`src/rtl/tle_pkg.sv`:
```
// tle_pkg: shared types, codes and constants for the terminal line editor.
// No dependencies; used by tle_ctrl, tle_emit and terminal_line_editor.
`default_nettype none

package tle_pkg;

    localparam int BUFFER_BYTES_DEF = 256;
    localparam int MAX_RESULTS      = 8;
    localparam int CNT_W            = 4;
    localparam int STEP_W           = 3;

    // request codes
    localparam logic [1:0] REQ_KEY  = 2'd0;
    localparam logic [1:0] REQ_TICK = 2'd1;
    localparam logic [1:0] REQ_READ = 2'd2;

    // result kinds
    localparam logic [1:0] KIND_ECHO = 2'd0;
    localparam logic [1:0] KIND_LINE = 2'd1;
    localparam logic [1:0] KIND_NONE = 2'd2;

    // configuration register indexes
    localparam logic CFG_BLINK = 1'b0;
    localparam logic CFG_TAB   = 1'b1;

    localparam logic [7:0] BLINK_RESET = 8'd5;
    localparam logic [3:0] TAB_RESET   = 4'd4;
    localparam logic [3:0] TAB_MAX     = 4'd8;
    localparam logic [7:0] IDLE_MAX    = 8'hFF;

    localparam logic [7:0] CH_LF  = 8'h0A;
    localparam logic [7:0] CH_BS  = 8'h08;
    localparam logic [7:0] CH_TAB = 8'h09;
    localparam logic [7:0] CH_SP  = 8'h20;
    localparam logic [7:0] CH_BAR = 8'h7C;

    typedef enum logic [2:0] {
        OP_NONE,
        OP_STORE,
        OP_TAB,
        OP_BKSP,
        OP_GLYPH,
        OP_READ
    } t_op;

    // one burst of results handed from control to the result sequencer
    typedef struct packed {
        t_op              op;
        logic [CNT_W-1:0] cnt;
        logic [7:0]       data;
        logic             lr;
    } t_burst;

    // erase sequence: space, backspace, backspace, space, backspace
    function automatic logic [7:0] bksp_byte(input logic [STEP_W-1:0] step);
        logic [7:0] b;
        case (step)
            3'd0:    b = CH_SP;
            3'd3:    b = CH_SP;
            default: b = CH_BS;
        endcase
        return b;
    endfunction

endpackage

`default_nettype wire

```
`src/rtl/tle_line_mem.sv`:
```
// tle_line_mem: line store, one write port and one registered read port.
// Same-cycle write/read of one address forwards the write data. Uses no package.
`default_nettype none

module tle_line_mem #(
    parameter int DEPTH = 256,
    localparam int AW = $clog2(DEPTH)
) (
    input  wire logic          i_clk,
    input  wire logic          i_we,
    input  wire logic [AW-1:0] i_waddr,
    input  wire logic [7:0]    i_wdata,
    input  wire logic          i_re,
    input  wire logic [AW-1:0] i_raddr,
    output logic      [7:0]    o_rdata
);

    logic [7:0] mem [DEPTH];
    logic [7:0] r_q;

    always_ff @(posedge i_clk) begin
        if (i_we) begin
            mem[i_waddr] <= i_wdata;
        end
    end

    always_ff @(posedge i_clk) begin
        if (i_re) begin
            r_q <= (i_we && (i_waddr == i_raddr)) ? i_wdata : mem[i_raddr];
        end
    end

    assign o_rdata = r_q;

endmodule

`default_nettype wire

```
`src/rtl/tle_ctrl.sv`:
```
// tle_ctrl: configuration registers, line/cursor state and request decode.
// Depends on tle_pkg; feeds tle_emit with one burst per accepted item.
`default_nettype none

module tle_ctrl #(
    parameter int BUFFER_BYTES = tle_pkg::BUFFER_BYTES_DEF,
    localparam int AW = $clog2(BUFFER_BYTES),
    localparam int LW = $clog2(BUFFER_BYTES + 1)
) (
    input  wire logic            i_clk,
    input  wire logic            i_rst_n,
    input  wire logic            i_in_valid,
    output logic                 o_in_stall,
    input  wire logic [1:0]      i_req_type,
    input  wire logic [7:0]      i_key_byte,
    input  wire logic            i_cfg_we,
    input  wire logic            i_cfg_index,
    input  wire logic [7:0]      i_cfg_data,
    input  wire logic            i_gen_free,
    output logic                 o_load,
    output tle_pkg::t_burst      o_burst,
    output logic      [AW-1:0]   o_wr_base,
    output logic                 o_rd_en,
    output logic      [AW-1:0]   o_rd_addr
);

    localparam logic [LW-1:0] LIMIT = LW'(BUFFER_BYTES - 1);

    logic [7:0]    r_bp;
    logic [3:0]    r_tw;
    logic [LW-1:0] r_len, n_len;
    logic [LW-1:0] r_rp,  n_rp;
    logic          r_complete, n_complete;
    logic [7:0]    r_idle, n_idle;
    logic          r_cursor, n_cursor;

    logic            accept;
    logic            rd_op;
    logic [3:0]      tab_w;
    logic [LW-1:0]   room;
    logic [3:0]      tab_n;
    logic [LW-1:0]   rp_inc;
    tle_pkg::t_burst burst;

    assign accept     = i_in_valid && i_gen_free;
    assign o_in_stall = !i_gen_free;

    // tab spaces: min(tab_width, 8), cut at the text limit
    assign tab_w  = (r_tw > tle_pkg::TAB_MAX) ? tle_pkg::TAB_MAX : r_tw;
    assign room   = LIMIT - r_len;
    assign tab_n  = (room < LW'(tab_w)) ? room[3:0] : tab_w;
    assign rp_inc = r_rp + LW'(1);

    always_comb begin
        n_len      = r_len;
        n_rp       = r_rp;
        n_complete = r_complete;
        n_idle     = r_idle;
        n_cursor   = r_cursor;
        rd_op      = 1'b0;
        burst.op   = tle_pkg::OP_NONE;
        burst.cnt  = tle_pkg::CNT_W'(1);
        burst.data = 8'd0;
        unique case (i_req_type)
            tle_pkg::REQ_KEY: begin
                if (!r_complete) begin
                    if (i_key_byte == tle_pkg::CH_LF) begin
                        burst.op   = tle_pkg::OP_STORE;
                        burst.data = tle_pkg::CH_LF;
                        n_len      = r_len + LW'(1);
                        n_complete = 1'b1;
                    end else if (i_key_byte == tle_pkg::CH_BS) begin
                        if (r_len != '0) begin
                            burst.op  = tle_pkg::OP_BKSP;
                            burst.cnt = tle_pkg::CNT_W'(5);
                            n_len     = r_len - LW'(1);
                        end
                    end else if (i_key_byte == tle_pkg::CH_TAB) begin
                        if (tab_n != 4'd0) begin
                            burst.op   = tle_pkg::OP_TAB;
                            burst.cnt  = tab_n;
                            burst.data = tle_pkg::CH_SP;
                            n_len      = r_len + LW'(tab_n);
                        end
                    end else if (r_len < LIMIT) begin
                        burst.op   = tle_pkg::OP_STORE;
                        burst.data = i_key_byte;
                        n_len      = r_len + LW'(1);
                    end
                end
            end
            tle_pkg::REQ_TICK: begin
                if (!r_complete) begin
                    if (r_idle > r_bp) begin
                        n_cursor   = !r_cursor;
                        burst.op   = tle_pkg::OP_GLYPH;
                        burst.cnt  = tle_pkg::CNT_W'(2);
                        burst.data = !r_cursor ? tle_pkg::CH_BAR : tle_pkg::CH_SP;
                        n_idle     = 8'd0;
                    end else if (r_idle != tle_pkg::IDLE_MAX) begin
                        n_idle = r_idle + 8'd1;
                    end
                end
            end
            tle_pkg::REQ_READ: begin
                if (r_complete) begin
                    rd_op    = 1'b1;
                    burst.op = tle_pkg::OP_READ;
                    n_rp     = rp_inc;
                    // last byte drained: reopen editing
                    if (rp_inc >= r_len) begin
                        n_len      = '0;
                        n_rp       = '0;
                        n_complete = 1'b0;
                        n_idle     = 8'd0;
                        n_cursor   = 1'b0;
                    end
                end
            end
            default: ;
        endcase
        burst.lr = n_complete;
    end

    always_ff @(posedge i_clk) begin
        if (!i_rst_n) begin
            r_bp       <= tle_pkg::BLINK_RESET;
            r_tw       <= tle_pkg::TAB_RESET;
            r_len      <= '0;
            r_rp       <= '0;
            r_complete <= 1'b0;
            r_idle     <= 8'd0;
            r_cursor   <= 1'b0;
        end else begin
            if (i_cfg_we) begin
                unique case (i_cfg_index)
                    tle_pkg::CFG_BLINK: r_bp <= i_cfg_data;
                    tle_pkg::CFG_TAB:   r_tw <= i_cfg_data[3:0];
                    default: ;
                endcase
            end
            if (accept) begin
                r_len      <= n_len;
                r_rp       <= n_rp;
                r_complete <= n_complete;
                r_idle     <= n_idle;
                r_cursor   <= n_cursor;
            end
        end
    end

    assign o_load    = accept;
    assign o_burst   = burst;
    assign o_wr_base = r_len[AW-1:0];
    assign o_rd_en   = accept && rd_op;
    assign o_rd_addr = r_rp[AW-1:0];

`ifndef SYNTHESIS
    a_rp_in_line: assert property (@(posedge i_clk) disable iff (!i_rst_n)
        r_complete |-> (r_rp < r_len))
        else $error("read position beyond pending line");
    a_edit_room: assert property (@(posedge i_clk) disable iff (!i_rst_n)
        !r_complete |-> ((r_len <= LIMIT) && (r_rp == '0)))
        else $error("editing line overran the newline slot");
`endif

endmodule

`default_nettype wire

```
`src/rtl/tle_emit.sv`:
```
// tle_emit: result sequencer, one result per cycle unless stalled, into the
// output register, with line store writes for stored bytes. Depends on tle_pkg.
`default_nettype none

module tle_emit #(
    parameter int BUFFER_BYTES = tle_pkg::BUFFER_BYTES_DEF,
    localparam int AW = $clog2(BUFFER_BYTES)
) (
    input  wire logic            i_clk,
    input  wire logic            i_rst_n,
    input  wire logic            i_load,
    input  wire tle_pkg::t_burst i_burst,
    input  wire logic [AW-1:0]   i_wr_base,
    input  wire logic [7:0]      i_rd_data,
    output logic                 o_gen_free,
    output logic                 o_wr_en,
    output logic      [AW-1:0]   o_wr_addr,
    output logic      [7:0]      o_wr_data,
    output logic                 o_out_valid,
    input  wire logic            i_out_stall,
    output logic      [1:0]      o_out_kind,
    output logic      [7:0]      o_out_byte,
    output logic                 o_line_ready,
    output logic                 o_last
);

    tle_pkg::t_op                 r_op;
    logic [tle_pkg::CNT_W-1:0]    r_cnt;
    logic [tle_pkg::STEP_W-1:0]   r_step;
    logic [7:0]                   r_data;
    logic [AW-1:0]                r_addr;
    logic                         r_lr;

    logic       r_out_valid;
    logic [1:0] r_kind;
    logic [7:0] r_obyte;
    logic       r_olr;
    logic       r_olast;

    logic       emit_now;
    logic [1:0] e_kind;
    logic [7:0] e_byte;

    assign emit_now   = (r_cnt != '0) && (!r_out_valid || !i_out_stall);
    assign o_gen_free = (r_cnt == '0) ||
                        ((r_cnt == tle_pkg::CNT_W'(1)) && emit_now);

    always_comb begin
        e_kind = tle_pkg::KIND_ECHO;
        e_byte = r_data;
        case (r_op)
            tle_pkg::OP_STORE,
            tle_pkg::OP_TAB:   e_byte = r_data;
            tle_pkg::OP_BKSP:  e_byte = tle_pkg::bksp_byte(r_step);
            tle_pkg::OP_GLYPH: e_byte = (r_step == '0) ? r_data : tle_pkg::CH_BS;
            tle_pkg::OP_READ: begin
                e_kind = tle_pkg::KIND_LINE;
                e_byte = i_rd_data;
            end
            default: begin
                e_kind = tle_pkg::KIND_NONE;
                e_byte = 8'd0;
            end
        endcase
    end

    assign o_wr_en   = emit_now &&
                       ((r_op == tle_pkg::OP_STORE) || (r_op == tle_pkg::OP_TAB));
    assign o_wr_addr = r_addr;
    assign o_wr_data = r_data;

    always_ff @(posedge i_clk) begin
        if (!i_rst_n) begin
            r_op        <= tle_pkg::OP_NONE;
            r_cnt       <= '0;
            r_step      <= '0;
            r_out_valid <= 1'b0;
        end else begin
            if (emit_now) begin
                r_out_valid <= 1'b1;
            end else if (!i_out_stall) begin
                r_out_valid <= 1'b0;
            end
            if (i_load) begin
                r_op   <= i_burst.op;
                r_cnt  <= i_burst.cnt;
                r_step <= '0;
            end else if (emit_now) begin
                r_cnt  <= r_cnt - tle_pkg::CNT_W'(1);
                r_step <= r_step + tle_pkg::STEP_W'(1);
            end
        end
    end

    always_ff @(posedge i_clk) begin
        if (i_load) begin
            r_data <= i_burst.data;
            r_addr <= i_wr_base;
            r_lr   <= i_burst.lr;
        end else if (emit_now) begin
            r_addr <= r_addr + AW'(1);
        end
        if (emit_now) begin
            r_kind  <= e_kind;
            r_obyte <= e_byte;
            r_olr   <= r_lr;
            r_olast <= (r_cnt == tle_pkg::CNT_W'(1));
        end
    end

    assign o_out_valid  = r_out_valid;
    assign o_out_kind   = r_kind;
    assign o_out_byte   = r_obyte;
    assign o_line_ready = r_olr;
    assign o_last       = r_olast;

`ifndef SYNTHESIS
    a_cnt_bound: assert property (@(posedge i_clk) disable iff (!i_rst_n)
        r_cnt <= tle_pkg::CNT_W'(tle_pkg::MAX_RESULTS))
        else $error("result count above burst maximum");
    a_load_free: assert property (@(posedge i_clk) disable iff (!i_rst_n)
        i_load |-> o_gen_free)
        else $error("burst loaded over unfinished burst");
    a_none_single: assert property (@(posedge i_clk) disable iff (!i_rst_n)
        (o_out_valid && (o_out_kind == tle_pkg::KIND_NONE))
            |-> ((o_out_byte == 8'd0) && o_last))
        else $error("empty result not a lone zero result");
`endif

endmodule

`default_nettype wire

```
`src/rtl/terminal_line_editor.sv`:
```
// Terminal line editor, top level.
// Channels (valid/stall): input item {req_type, key_byte}; result item
// {out_kind, out_byte, line_ready, last}. A transfer happens at a clock
// edge with valid high and stall low. Config: i_cfg_we writes index
// i_cfg_index (0 blink_period, 1 tab_width) at the edge, no wait.
// Each item yields 1 to 8 results (backspace 5, blink 2, tab up to 8),
// one per cycle unless the receiver stalls; the input transfer loads the
// burst registers, whose results then pass into the output register. A new
// item is taken in the cycle its predecessor's last result enters the
// output register, so items with one result run at one per cycle unless
// the receiver stalls; an item with more results holds the input until its
// last result is emitted. The result sequencer and single output register
// set this rate. A read fetches the line store's registered read port at transfer.
// Reset (i_rst_n low, synchronous) empties the line, clears blink state and
// loads blink_period 5, tab_width 4; the line store is not cleared.
// While the receiver stalls, the held result stays put and input is
// stalled once the next result is ready behind it.
// Depends on tle_pkg, tle_ctrl, tle_emit, tle_line_mem.
`default_nettype none

module terminal_line_editor #(
    parameter int BUFFER_BYTES = tle_pkg::BUFFER_BYTES_DEF
) (
    input  wire logic       i_clk,
    input  wire logic       i_rst_n,
    input  wire logic       i_in_valid,
    output logic            o_in_stall,
    input  wire logic [1:0] i_req_type,
    input  wire logic [7:0] i_key_byte,
    output logic            o_out_valid,
    input  wire logic       i_out_stall,
    output logic      [1:0] o_out_kind,
    output logic      [7:0] o_out_byte,
    output logic            o_line_ready,
    output logic            o_last,
    input  wire logic       i_cfg_we,
    input  wire logic       i_cfg_index,
    input  wire logic [7:0] i_cfg_data
);

    localparam int AW = $clog2(BUFFER_BYTES);

    logic            gen_free;
    logic            load;
    tle_pkg::t_burst burst;
    logic [AW-1:0]   wr_base;
    logic            rd_en;
    logic [AW-1:0]   rd_addr;
    logic [7:0]      rd_data;
    logic            wr_en;
    logic [AW-1:0]   wr_addr;
    logic [7:0]      wr_data;

    tle_ctrl #(
        .BUFFER_BYTES (BUFFER_BYTES)
    ) u_ctrl (
        .i_clk       (i_clk),
        .i_rst_n     (i_rst_n),
        .i_in_valid  (i_in_valid),
        .o_in_stall  (o_in_stall),
        .i_req_type  (i_req_type),
        .i_key_byte  (i_key_byte),
        .i_cfg_we    (i_cfg_we),
        .i_cfg_index (i_cfg_index),
        .i_cfg_data  (i_cfg_data),
        .i_gen_free  (gen_free),
        .o_load      (load),
        .o_burst     (burst),
        .o_wr_base   (wr_base),
        .o_rd_en     (rd_en),
        .o_rd_addr   (rd_addr)
    );

    tle_emit #(
        .BUFFER_BYTES (BUFFER_BYTES)
    ) u_emit (
        .i_clk        (i_clk),
        .i_rst_n      (i_rst_n),
        .i_load       (load),
        .i_burst      (burst),
        .i_wr_base    (wr_base),
        .i_rd_data    (rd_data),
        .o_gen_free   (gen_free),
        .o_wr_en      (wr_en),
        .o_wr_addr    (wr_addr),
        .o_wr_data    (wr_data),
        .o_out_valid  (o_out_valid),
        .i_out_stall  (i_out_stall),
        .o_out_kind   (o_out_kind),
        .o_out_byte   (o_out_byte),
        .o_line_ready (o_line_ready),
        .o_last       (o_last)
    );

    tle_line_mem #(
        .DEPTH (BUFFER_BYTES)
    ) u_mem (
        .i_clk   (i_clk),
        .i_we    (wr_en),
        .i_waddr (wr_addr),
        .i_wdata (wr_data),
        .i_re    (rd_en),
        .i_raddr (rd_addr),
        .o_rdata (rd_data)
    );

endmodule

`default_nettype wire
```
`config.mk`:
```
export PLATFORM = sky130hd
export DESIGN_NAME = terminal_line_editor
export DESIGN_NICKNAME = d
export VERILOG_FILES = /design/src/rtl/tle_pkg.sv /design/src/rtl/tle_line_mem.sv /design/src/rtl/tle_ctrl.sv /design/src/rtl/tle_emit.sv /design/src/rtl/terminal_line_editor.sv
export SDC_FILE = /design/constraint.sdc
export NUM_CORES = 2
export LEC_CHECK = 0
export BUFFER_PORTS_ARGS = -buffer_cell sky130_fd_sc_hd__clkbuf_2
export CELL_PAD_IN_SITES_DETAIL_PLACEMENT = 1
export CELL_PAD_IN_SITES_GLOBAL_PLACEMENT = 1
export CORE_MARGIN = 5
export CORE_UTILIZATION = 60
export DETAILED_ROUTE_END_ITERATION = 10
export PLACE_DENSITY_LB_ADDON = 0.08
export SETUP_SLACK_MARGIN = 0.2
export SYNTH_ARGS = -nofsm -noshare
export SYNTH_HDL_FRONTEND = slang
export SYNTH_HIERARCHICAL = 1
export SYNTH_SLANG_ARGS = --single-unit
export TNS_END_PERCENT = 1
```
`constraint.sdc`:
```
create_clock -name i_clk -period 8 [get_ports i_clk]
set_input_delay 1.2 -clock i_clk [delete_from_list [all_inputs] [get_ports i_clk]]
set_output_delay 1.2 -clock i_clk [all_outputs]
set_load 0.05 [all_outputs]
```
==> out/results.txt <==
Max Cap Viol -> 0
Final Hold Fails -> 0
outcome -> finished, final reports clean
Setup CP Type -> reg2reg
pwr dens -> 265 nW/um^2
drc violations -> 0
Die Span Y -> 387 microns
Yosys top cell area share -> 73.3%
Netlist cell types -> 90
layout cell share with drive strength beyond 1 -> 17.0%
RSZ-0062 raised after global routing -> no
Rows -> 138
dominant cells by area after synthesis -> edfxtp_1 73%, mux4_2 9.2%, mux2i_1 3.7%, nor2_1 1.4%, dfxtp_1 1.2%
Max Transition Viols Final -> 0
flop-to-flop setup slack -> 3.19 ns
CTS tree -> built
Cell Area, Synth -> 85400 sq um
Fin Hold WS -> 0.421 ns
Max Root-Sink Buffers -> 3
async set or reset register ratio after synthesis -> 0%
Non-Filler Instances -> 6770
Max VDD drop -> 0.000370 V
RR Endpoint -> u_mem/o_rdata[1]$_DFFE_PP_
most common library cell in the layout ignoring fill and taps -> edfxtp_1
post-synthesis cell count -> 4664
die area -> 150000 sq um
final WL -> 236000 microns
ys flop type -> edfxtp_1
flops & latches, synth -> 2136
Worst R2R Start -> u_ctrl/r_rp[0]$_SDFFE_PN0P_
Initial Util -> 60.3%
DP HPWL -> 142000 microns
Tot GR Track Use -> 31.3%
Seq/Total Area, Yosys -> 74.5%
initial antenna violation count -> 11
CTS Root Cell -> clkbuf_16
area leader, netlist -> edfxtp_1
worst reg2reg path depth -> 8
Worst setup SP type -> register
Via Count -> 47000
f_max -> 208 MHz
Worst Path Arrival -> 5.36 ns
TNS Setup -> 0 ns
Worst-path clk slew -> 0.06 ns
Critical Path RT -> 8.55 ns
htree depth -> 4
Hold Path End -> u_emit/o_line_ready$_DFFE_PP_
hold depth -> 0
vias per cell -> 6.94
Relative slew margins -> 4.38%
number of setup buffers added after CTS -> 0
CTS Buf Count -> 210
Detail Route Antenna Nets -> 0
Net Count, Synth -> 4724
DR WL/cell -> 34.8 microns
YS warnings -> 6
initial drt markers -> 5525
Clock Latency Late Sink -> 0.83 ns
Clock Sinks -> 2136
Area Overhead vs Synth -> 9.97%
vias in the first global route -> 48500
Die X -> 387 microns
CP max FO -> 51
largest net degree at the start of global routing -> 211
fin crit share -> 60.1%
Layout Nets -> 4762
final period demand of the worst path -> 4.81 ns
Finish-stage setup viols -> 0
drt pass-1 iters -> 5
Hold Startpoint -> u_emit/r_lr$_DFFE_PP_
Leak -> 0.0281 uW
commonest cells after routing, fill and taps aside -> 2085 x edfxtp_1, 350 x mux4_2, 324 x nor2_1, 318 x mux2i_1, 216 x clkbuf_16
Worst-Margin Slew -> 1.43 ns
CTS resizes -> 0
Synth Area per Inst -> 18.3 sq um
clk_skew -> 0.0413 ns
Setup crit end kind -> register
area of the core -> 142000 sq um
total grt overflow -> 0
EDFF count, synth -> 2085
worst min path class -> reg2reg
Inst Count DP -> 6380
first-pass GRT wire length -> 343000 microns
IO Count -> 38
Post-CTS Hold Buffers -> 0
input/output buffers -> 37
routability cong. -> 0.903
[synthesized netlist by cell type (8+ instances only)]
master / instances
edfxtp_1: 2085
mux4_2: 350
nor2_1: 328
mux2i_1: 318
nand2_1: 156
clkbuf_1: 137
a21oi_1: 116
o21ai_0: 110
a22oi_1: 98
nand3_1: 75
o22ai_1: 66
a221oi_1: 62
buf_4: 61
buf_2: 60
nor3_1: 55
dfxtp_1: 51
a211oi_1: 46
inv_1: 46
o221ai_1: 41
nor2b_1: 40
nand4_1: 38
ha_1: 35
buf_1: 20
o31ai_1: 16
xor2_1: 16
buf_6: 15
or3_1: 13
o211ai_1: 12
or4_1: 12
and3_1: 11
nand2b_1: 10
nand3b_1: 9
a2111oi_0: 8
a31oi_1: 8
a41oi_1: 8
nor4_1: 8
[worst max path at each step]
stage	start	endpoint	slack, ns
after floorplan	u_emit/o_wr_data[3]$_DFFE_PP_	u_emit/o_out_byte[3]$_DFFE_PP_	3.88
after global routing	u_ctrl/r_rp[1]$_SDFFE_PN0P_	u_ctrl/r_idle[3]$_SDFFE_PN0P_	2.85
final	u_ctrl/r_rp[0]$_SDFFE_PN0P_	u_mem/o_rdata[1]$_DFFE_PP_	3.19
after CTS	u_ctrl/r_rp[0]$_SDFFE_PN0P_	u_mem/o_rdata[1]$_DFFE_PP_	3.14
after global placement	u_ctrl/r_rp[0]$_SDFFE_PN0P_	u_mem/o_rdata[1]$_DFFE_PP_	3.28
after detailed placement	u_ctrl/r_rp[0]$_SDFFE_PN0P_	u_mem/o_rdata[1]$_DFFE_PP_	3.13
[cell families after synthesis]
group / count (synthesis) / synth area share [%]
DFF: 2136 / 74.5
and+or+nand+nor: 796 / 4.36
muxes: 672 / 13.0
AOI/OAI and AO/OA: 656 / 5.32
buffers and inverters: 346 / 2.04
adders and majority gates: 36 / 0.536
xor gates and xnor gates: 22 / 0.226
[cell type report]
class,instances,area (sq um)
fill,11600,47700
sequential,2136,63600
tap,1890,2360
clock buffer,252,5540
antenna,8,20.0
clock inverter,130,1080
multi-input combinational,2182,20100
inverter,50,188
timing repair buffer,122,948
[layer usage]
metal / up-vias / wire (microns) / global-route usage (%)
met5: - / 41 / 0.159
met4: 6 / 8300 / 10.7
met3: 488 / 21400 / 7.04
met2: 2530 / 116000 / 50.5
met1: 24900 / 90400 / 42.8
li1: 19100 / - / -
[sequential cells by signal, summed over array words and instances (netlist names), 2 cells and up]
name / cells
u_ctrl/r_tw: 4
u_mem/mem: 2048
u_emit/r_step: 3
u_emit/o_out_byte: 8
u_emit/o_out_kind: 2
u_emit/o_wr_data: 8
u_emit/r_op: 3
u_ctrl/r_idle: 8
u_ctrl/r_len: 9
u_mem/o_rdata: 8
u_ctrl/r_bp: 8
u_emit/r_cnt: 4
u_ctrl/r_rp: 9
u_emit/o_wr_addr: 8
[through the flow]
stage                     area [sq um]  worst slack, ns  power [uW]  utilization, %
after detailed placement         87300             3.13       15500            61.6
final                            93900             3.19       24900            66.3
after floorplan                  85400             3.88       14700               -
after global placement           87300             3.28       15400            61.6
after CTS                        93900             3.14       25000            66.3
after global routing             93900             2.85       25700            66.3
[worst max-delay path: stages (launching register included)]
cell and delay (ns):
dfxtp_4 0.82, buf_4 0.85, buf_4 0.69, mux4_2 0.57
o21ai_0 0.27, nand4_1 0.28, a22oi_1 0.51, a31o_2 0.34
a21oi_1 0.10
[power by group]
part	leakage, uW	internal [uW]	switching, uW	total [uW]
clock	0.00323	5400	4150	9550
sequential	0.0192	13200	182	13400
combinational	0.00557	266	1680	1940
total	0.0281	18900	6010	24900
Note: power is estimated with default switching activity, not from simulation.
